[config.mk]
export PLATFORM = sky130hd
export DESIGN_NAME = pulse_train_denomination_decoder
export DESIGN_NICKNAME = d
export VERILOG_FILES = /design/src/rtl/ptdd_pkg.sv /design/src/rtl/pulse_train_denomination_decoder.sv /design/src/rtl/ptdd_cfg.sv /design/src/rtl/ptdd_core.sv
export SDC_FILE = /design/constraint.sdc
export NUM_CORES = 1
export LEC_CHECK = 0
export ABC_AREA = 0
export BUFFER_PORTS_ARGS = -buffer_cell sky130_fd_sc_hd__buf_2
export CAP_MARGIN = 5
export CELL_PAD_IN_SITES_DETAIL_PLACEMENT = 1
export CELL_PAD_IN_SITES_GLOBAL_PLACEMENT = 1
export CORE_MARGIN = 3
export CORE_UTILIZATION = 41
export CTS_CLUSTER_SIZE = 14
export DETAILED_ROUTE_END_ITERATION = 10
export PLACE_DENSITY = 0.87
export SLEW_MARGIN = 20
export SYNTH_ARGS = -nofsm -noshare
export SYNTH_HDL_FRONTEND = slang
export SYNTH_SLANG_ARGS = --single-unit
[constraint.sdc]
create_clock -name clk -period 6.54 [get_ports clk]
set_input_delay 0.981 -clock clk [delete_from_list [all_inputs] [get_ports clk]]
set_output_delay 0.981 -clock clk [all_outputs]
set_load 0.01 [all_outputs]
[src/rtl/ptdd_pkg.sv]
package ptdd_pkg;

  // Pulse counter width and the counter's saturation value
  localparam int unsigned COUNT_WIDTH = 11;

  typedef logic [COUNT_WIDTH-1:0] count_t;
  typedef logic [7:0]             edge_ticks_t;
  typedef logic [15:0]            silence_ticks_t;
  typedef logic [3:0]             code_t;

  localparam count_t         COUNT_MAX   = '1;
  localparam edge_ticks_t    EDGE_MAX    = '1;
  localparam silence_ticks_t SILENCE_MAX = '1;

  // Register reset values
  localparam edge_ticks_t    LOCKOUT_RESET = 8'd40;
  localparam silence_ticks_t SILENCE_RESET = 16'd1000;

  // Register indexes
  localparam logic REG_LOCKOUT = 1'b0;
  localparam logic REG_SILENCE = 1'b1;

  // Denomination codes
  localparam code_t CODE_IDLE         = 4'd0;
  localparam code_t CODE_DENOM_1      = 4'd1;
  localparam code_t CODE_DENOM_2      = 4'd2;
  localparam code_t CODE_DENOM_3      = 4'd3;
  localparam code_t CODE_DENOM_4      = 4'd4;
  localparam code_t CODE_DENOM_5      = 4'd5;
  localparam code_t CODE_DENOM_6      = 4'd6;
  localparam code_t CODE_DENOM_7      = 4'd7;
  localparam code_t CODE_OUT_OF_RANGE = 4'd8;

  // Lower bound of the first band, then the upper bound of each pulse-count band
  localparam count_t BAND_MIN = COUNT_WIDTH'(3);
  localparam count_t BAND_1   = COUNT_WIDTH'(8);
  localparam count_t BAND_2   = COUNT_WIDTH'(15);
  localparam count_t BAND_3   = COUNT_WIDTH'(35);
  localparam count_t BAND_4   = COUNT_WIDTH'(85);
  localparam count_t BAND_5   = COUNT_WIDTH'(165);
  localparam count_t BAND_6   = COUNT_WIDTH'(350);
  localparam count_t BAND_7   = COUNT_WIDTH'(1000);

  // Configuration register set
  typedef struct packed {
    edge_ticks_t    lockout_ticks;
    silence_ticks_t silence_ticks;
  } cfg_t;

  // Map a pulse count to its denomination code
  function automatic code_t classify(count_t n);
    code_t c;
    if (n < BAND_MIN)       c = CODE_IDLE;
    else if (n <= BAND_1)   c = CODE_DENOM_1;
    else if (n <= BAND_2)   c = CODE_DENOM_2;
    else if (n <= BAND_3)   c = CODE_DENOM_3;
    else if (n <= BAND_4)   c = CODE_DENOM_4;
    else if (n <= BAND_5)   c = CODE_DENOM_5;
    else if (n <= BAND_6)   c = CODE_DENOM_6;
    else if (n <= BAND_7)   c = CODE_DENOM_7;
    else                    c = CODE_OUT_OF_RANGE;
    return c;
  endfunction

endpackage

[src/rtl/pulse_train_denomination_decoder.sv]
// Channel   | Direction | Word layout (low bit first)
// ----------+-----------+---------------------------------------------
// s_axis    | in        | tdata[0] edge_req, tdata[1] poll, rest ignored
// m_axis    | out       | tdata[3:0] code, rest zero
// apb       | in        | 0x0 lockout_ticks, 0x4 silence_ticks
//
// One tick word per clock while the output is not stalled; an accepted
// word passes the input register, then the result register.
// The tick's state update and classification sit between those registers.
// Synchronous active-high reset clears the timers, pulse count and valids.
// A stalled output stops processing; the input register still takes one
// word while the result waits.
module pulse_train_denomination_decoder (
  input  logic        clk,
  input  logic        rst,
  input  logic        s_axis_tvalid,
  output logic        s_axis_tready,
  input  logic [7:0]  s_axis_tdata,   // [0] edge_req, [1] poll
  output logic        m_axis_tvalid,
  input  logic        m_axis_tready,
  output logic [7:0]  m_axis_tdata,   // [3:0] code
  input  logic        psel,
  input  logic        penable,
  input  logic        pwrite,
  input  logic [2:0]  paddr,
  input  logic [31:0] pwdata,
  output logic [31:0] prdata,
  output logic        pready
);
  import ptdd_pkg::*;

  cfg_t   cfg;
  code_t  code_comb;
  count_t pulse_total;
  logic   pulse_taken;

  logic   in_valid;
  logic   in_edge_req;
  logic   in_poll;
  logic   fire;
  logic   out_free;
  code_t  out_code;

  // Configuration registers
  ptdd_cfg u_cfg (
    .clk     (clk),
    .rst     (rst),
    .psel    (psel),
    .penable (penable),
    .pwrite  (pwrite),
    .paddr   (paddr),
    .pwdata  (pwdata),
    .prdata  (prdata),
    .pready  (pready),
    .cfg     (cfg)
  );

  // Handshake: result slot frees when empty or being taken
  assign out_free      = !m_axis_tvalid || m_axis_tready;
  assign fire          = in_valid && out_free;
  assign s_axis_tready = !in_valid || out_free;

  // Input register
  always_ff @(posedge clk) begin
    if (rst) begin
      in_valid <= 1'b0;
    end else if (s_axis_tready) begin
      in_valid <= s_axis_tvalid;
    end
  end

  always_ff @(posedge clk) begin
    if (s_axis_tready && s_axis_tvalid) begin
      in_edge_req <= s_axis_tdata[0];
      in_poll     <= s_axis_tdata[1];
    end
  end

  // Tick processing
  ptdd_core u_core (
    .clk         (clk),
    .rst         (rst),
    .fire        (fire),
    .edge_req    (in_edge_req),
    .poll        (in_poll),
    .cfg         (cfg),
    .code        (code_comb),
    .pulse_total (pulse_total),
    .pulse_taken (pulse_taken)
  );

  // Result register
  always_ff @(posedge clk) begin
    if (rst) begin
      m_axis_tvalid <= 1'b0;
    end else if (out_free) begin
      m_axis_tvalid <= in_valid;
    end
  end

  always_ff @(posedge clk) begin
    if (fire) begin
      out_code <= code_comb;
    end
  end

  assign m_axis_tdata = {4'd0, out_code};

`ifndef NO_ASSERTIONS
  // A decision that gives a non-idle code clears the pulse count
  a_decide_clears: assert property (@(posedge clk) disable iff (rst)
    fire && code_comb != CODE_IDLE |=> pulse_total == '0)
    else $error("pulse count not cleared after decision");

  // An accepted pulse can never be decided on the same tick
  a_no_decide_on_pulse: assert property (@(posedge clk) disable iff (rst)
    fire && pulse_taken |-> code_comb == CODE_IDLE)
    else $error("decision made on a tick with an accepted pulse");

  // Input stalls only when both stages are full and output is blocked
  a_stall_reason: assert property (@(posedge clk) disable iff (rst)
    !s_axis_tready |-> in_valid && m_axis_tvalid && !m_axis_tready)
    else $error("input stalled without a full pipeline");

  // A processed tick shows up at the output on the next cycle
  a_fire_to_out: assert property (@(posedge clk) disable iff (rst)
    fire |=> m_axis_tvalid)
    else $error("processed tick did not reach the output");
`endif

endmodule

[src/rtl/ptdd_cfg.sv]
module ptdd_cfg (
  input  logic              clk,
  input  logic              rst,
  input  logic              psel,
  input  logic              penable,
  input  logic              pwrite,
  input  logic [2:0]        paddr,
  input  logic [31:0]       pwdata,
  output logic [31:0]       prdata,
  output logic              pready,
  output ptdd_pkg::cfg_t    cfg
);
  import ptdd_pkg::*;

  logic wr_en;
  logic reg_sel;

  assign pready  = 1'b1;
  assign wr_en   = psel && penable && pwrite && pready;
  assign reg_sel = paddr[2];

  // Register writes
  always_ff @(posedge clk) begin
    if (rst) begin
      cfg.lockout_ticks <= LOCKOUT_RESET;
      cfg.silence_ticks <= SILENCE_RESET;
    end else if (wr_en) begin
      case (reg_sel)
        REG_LOCKOUT: cfg.lockout_ticks <= pwdata[7:0];
        REG_SILENCE: cfg.silence_ticks <= pwdata[15:0];
        default: ;
      endcase
    end
  end

  // Read mux; unused address bits are ignored
  always_comb begin
    case (reg_sel)
      REG_LOCKOUT: prdata = {24'd0, cfg.lockout_ticks};
      REG_SILENCE: prdata = {16'd0, cfg.silence_ticks};
      default:     prdata = '0;
    endcase
  end

endmodule

[src/rtl/ptdd_core.sv]
module ptdd_core (
  input  logic             clk,
  input  logic             rst,
  input  logic             fire,
  input  logic             edge_req,
  input  logic             poll,
  input  ptdd_pkg::cfg_t   cfg,
  output ptdd_pkg::code_t  code,
  output ptdd_pkg::count_t pulse_total,
  output logic             pulse_taken
);
  import ptdd_pkg::*;

  edge_ticks_t    ticks_since_edge;
  silence_ticks_t ticks_since_pulse;

  edge_ticks_t    edge_inc;
  silence_ticks_t pulse_inc;
  count_t         total_mid;
  silence_ticks_t pulse_mid;
  logic           decide;

  edge_ticks_t    ticks_since_edge_next;
  silence_ticks_t ticks_since_pulse_next;
  count_t         pulse_total_next;

  // Tick update: timers advance, edge is filtered, then the poll decides
  always_comb begin
    edge_inc  = (ticks_since_edge != EDGE_MAX) ? ticks_since_edge + 8'd1 : ticks_since_edge;
    pulse_inc = (ticks_since_pulse != SILENCE_MAX) ?
                ticks_since_pulse + 16'd1 : ticks_since_pulse;

    pulse_taken = edge_req && (edge_inc > cfg.lockout_ticks);
    total_mid   = (pulse_taken && pulse_total != COUNT_MAX) ?
                  pulse_total + COUNT_WIDTH'(1) : pulse_total;
    pulse_mid   = pulse_taken ? '0 : pulse_inc;

    decide = poll && (total_mid != '0) && (pulse_mid > cfg.silence_ticks);
    code   = decide ? classify(total_mid) : CODE_IDLE;

    ticks_since_edge_next  = edge_req ? '0 : edge_inc;
    ticks_since_pulse_next = pulse_mid;
    pulse_total_next       = decide ? '0 : total_mid;
  end

  // State commits only when a tick is processed
  always_ff @(posedge clk) begin
    if (rst) begin
      ticks_since_edge  <= '0;
      ticks_since_pulse <= '0;
      pulse_total       <= '0;
    end else if (fire) begin
      ticks_since_edge  <= ticks_since_edge_next;
      ticks_since_pulse <= ticks_since_pulse_next;
      pulse_total       <= pulse_total_next;
    end
  end

endmodule

==> impl_metrics.py <==
metrics = {
    "status": {
        "status": "finished, final reports clean",
    },
    "floorplanning": {
        "coreArea_um2": 10900,
        "start_util_pct": 42.4,
        "dieHeight_um": 112,
        "dieArea_um2": 12600,
        "io_pins": 93,
        "die_w_um": 112,
        "rows": 38,
    },
    "global_route": {
        "grt_pass1_vias": 4654,
        "grt_overflow": 0,
        "grt_use_met1_pct": 27.1,
        "grt_start_max_net_pins": 62,
        "grt_pass1_wl_mm": 22.7,
        "grt_use_met3_pct": 2.64,
        "grt_antenna_before_repair": 0,
        "grt_use_met2_pct": 38.5,
        "busiest_layer": "met2",
        "track_usage_pct": 21.8,
    },
    "timing": {
        "rsz0062_at_grt": "false",
        "fin_skew_ns": 0.00645,
        "layout_min_cycle_time_ns": 5.36,
        "setup_violations": 0,
        "hold_viol_final": 0,
        "slew_viol_final": 0,
        "clock.fmax_mhz": 187,
        "setup_tns_ns": 0,
        "worst_pin_slew_ns": 0.944,
        "period_share_pct": 81.9,
        "slew_headroom_pct": 37.0,
    },
    "yosys": {
        "synth.avg_cell_area_um2": 7.70,
        "ys_types": 72,
        "synth_edf_count": 6,
        "ys_seq_area_share_pct": 30.2,
        "synth-seq-cells": 67,
        "yosysWarnings": 0,
        "synthCells": 602,
        "synthArstFlopShare_pct": 0,
        "synthesis.area_um2": 4640,
        "synthFlopType": "dfxtp_1",
    },
    "setup_path": {
        "timing_worst_setup_path_type": "flip-flop to flip-flop",
        "cp_max_fo": 18,
        "crit_chain": "ha_1, nand2_1, nor2_1, nand3_1, nand4_1, xnor2_1, ha_1, nand4_1, o21ai_1, a21o_2, nor2_1, buf_4, nor2_1, ha_1, nor2b_1, o21a_1, o21a_1, o211ai_1, a21o_1, a21o_1, a21oi_1, nand2_1, nor4b_1",
        "crit_family": "simple AND/OR/NAND/NOR gates",
        "rr_worst_depth": 23,
        "rrSetupSlack_ns": 1.18,
        "cp-start-kind": "flip-flop",
        "crit_buf_inv": 1,
        "timing.rr.start": "u_core.ticks_since_edge[0]$_SDFFE_PP0P_",
        "crit_path_end_kind": "flip-flop",
        "crit_slowest_cell": "a21oi_1",
        "critPathMaxStageDelay_ns": 0.48,
        "crit_required_ns": 6.68,
        "worstReg2RegEnd": "out_code[2]$_SDFFCE_PP0P_",
        "crit_arrival_ns": 5.50,
    },
    "pwr": {
        "p_leak_nw": 2.10,
        "power_density_nw_per_um2": 203,
        "finalPower_mw": 1.05,
        "ir_worst_vdd_uv": 131,
    },
    "drt": {
        "first_pass_iters": 4,
        "ant_nets": 0,
        "routedWlPerCell_um": 17.5,
        "vias": 4474,
        "drc": 0,
        "drt-total-wl_mm": 13.6,
        "drt_iter0_markers": 295,
        "vias_per_cell": 5.75,
    },
    "hold_path": {
        "min_from": "u_cfg.cfg[13]$_SDFFE_PP0P_",
        "min_to": "u_cfg.cfg[13]$_SDFFE_PP0P_",
        "hp-class": "flip-flop to flip-flop",
        "whs_path_depth": 2,
    },
    "placement": {
        "port_buffers": 47,
        "gp_congestion": 0.859,
        "dp_hpwl_mm": 9.61,
    },
    "run": {
        "cap_violations": 0,
    },
    "clock_tree": {
        "cts.path.max_buffers": 2,
        "numCtsBuffers": 9,
        "cts_sinks": 67,
        "cts.clk_slew.worst_paths_ns": 0.06,
        "insertion_delay_ns": 0.33,
        "post-cts-setup-buffers": 0,
        "cts_hold_buf": 0,
        "cts-root-buf": "clkbuf_16",
        "cts_tree": "yes",
        "cts.repair.resized": 0,
        "cts_max_level": 3,
    },
    "layout": {
        "area_growth_pct": 11.9,
        "drive_gt1_share_pct": 13.9,
        "diodes": 0,
        "fin_nets": 710,
    },
}
[metal layers]
| layer | routed length, um | part of all wire [%] |
|---|---|---|
| met1 | 5940 | 44 |
| met2 | 6880 | 50 |
| met3 | 490 | 3.6 |
| met4 | 323 | 2.4 |
| met5 | 0 | 0 |
[kinds of logic (layout without fill, tap and decap cells)]
| group | after synthesis | count (layout) | synth area share [%] |
|---|---|---|---|
| adders and majority gates | 27 | 27 | 7.28 |
| buffers and inverters | 79 | 96 | 8.79 |
| other | 2 | 21 | 0.162 |
| muxes | 10 | 10 | 2.21 |
| DFF | 67 | 67 | 30.2 |
| and+or+nand+nor | 250 | 250 | 25.2 |
| AOI/OAI and AO/OA | 140 | 140 | 20.9 |
| xor gates and xnor gates | 27 | 27 | 5.26 |
[worst min-delay path, stage by stage, from the launching register on]
cell and delay (ns):
dfxtp_1 0.30, nand2_1 0.05, a21oi_1 0.05
[registers in the layout, summed over array words and instances, names as in the netlist]
name                      flops
in_edge_req                   1
in_poll                       1
in_valid                      1
m_axis_tvalid                 1
out_code                      4
u_cfg.cfg                    24
u_core.pulse_total           11
u_core.ticks_since_edge       8
u_core.ticks_since_pulse     16
[how the worst max path moves through the flow]
stage / from / endpoint / slack, ns / cells past startpoint
floorplan: u_core.ticks_since_edge[0]$_SDFFE_PP0P_ / u_core.pulse_total[0]$_SDFFE_PP0P_ / 1.98 / 23
global placement: u_core.ticks_since_edge[0]$_SDFFE_PP0P_ / out_code[2]$_SDFFCE_PP0P_ / 1.53 / 20
detailed placement: u_core.ticks_since_edge[0]$_SDFFE_PP0P_ / out_code[2]$_SDFFCE_PP0P_ / 1.39 / 23
CTS: u_core.ticks_since_edge[0]$_SDFFE_PP0P_ / out_code[2]$_SDFFCE_PP0P_ / 1.22 / 23
global route: u_core.ticks_since_edge[0]$_SDFFE_PP0P_ / out_code[2]$_SDFFCE_PP0P_ / 0.84 / 23
finish: u_core.ticks_since_edge[0]$_SDFFE_PP0P_ / out_code[2]$_SDFFCE_PP0P_ / 1.18 / 23
[synthesized netlist by cell type (9+ instances only)]
cell / count / share of area (%)
xor2_1: 15 / 2.8
dfxtp_1: 61 / 26
a22oi_1: 9 / 1.5
nand3_1: 20 / 2.2
a21oi_1: 51 / 5.5
ha_1: 27 / 7.3
nand4_1: 18 / 2.4
inv_1: 29 / 2.3
nor2_1: 75 / 6.1
xnor2_1: 11 / 2.1
nand2_1: 87 / 7.0
buf_4: 22 / 3.6
o21ai_0: 14 / 1.5
clkbuf_1: 18 / 1.5
[placed cells by master (no fill, tap or decap), drive strengths merged, types with 7 or more instances in the layout]
cell type	n
clkbuf	13
nor3	9
xor2	15
dfxtp	61
xnor2	12
nand2	88
mux2i	8
a211o	8
conb	21
o21ai	15
inv	29
nor2	75
nand4	18
ha	27
buf	50
a21oi	52
a22oi	9
nand3	21
a211oi	7
a21o	9
[metrics by stage]
stage	cell area, um^2	setup WS, ns	hold WS, ns	util [%]	instances
after detailed placement	4850	1.39	0.450	44.3	762
after global routing	5190	0.840	0.486	47.4	778
after floorplan	4710	1.98	0.436	-	621
after global placement	4850	1.53	0.443	44.3	762
final	5190	1.18	0.457	47.4	778
after CTS	5190	1.22	0.458	47.4	778
[cell type report]
type	count	area, um^2
clock inverter	3	68.8
clock buffer	13	270
timing repair buffer	50	260
sequential	67	1400
tap	140	175
fill	1388	5750
multi-input combinational	475	2900
inverter	30	113
[power by group]
group	switching (mW)	leakage (nW)	internal (mW)
registers	0.00498	0.549	0.422
clock network	0.183	0.166	0.366
logic	0.0518	1.39	0.0238
Power figures use the tool's default switching activity.
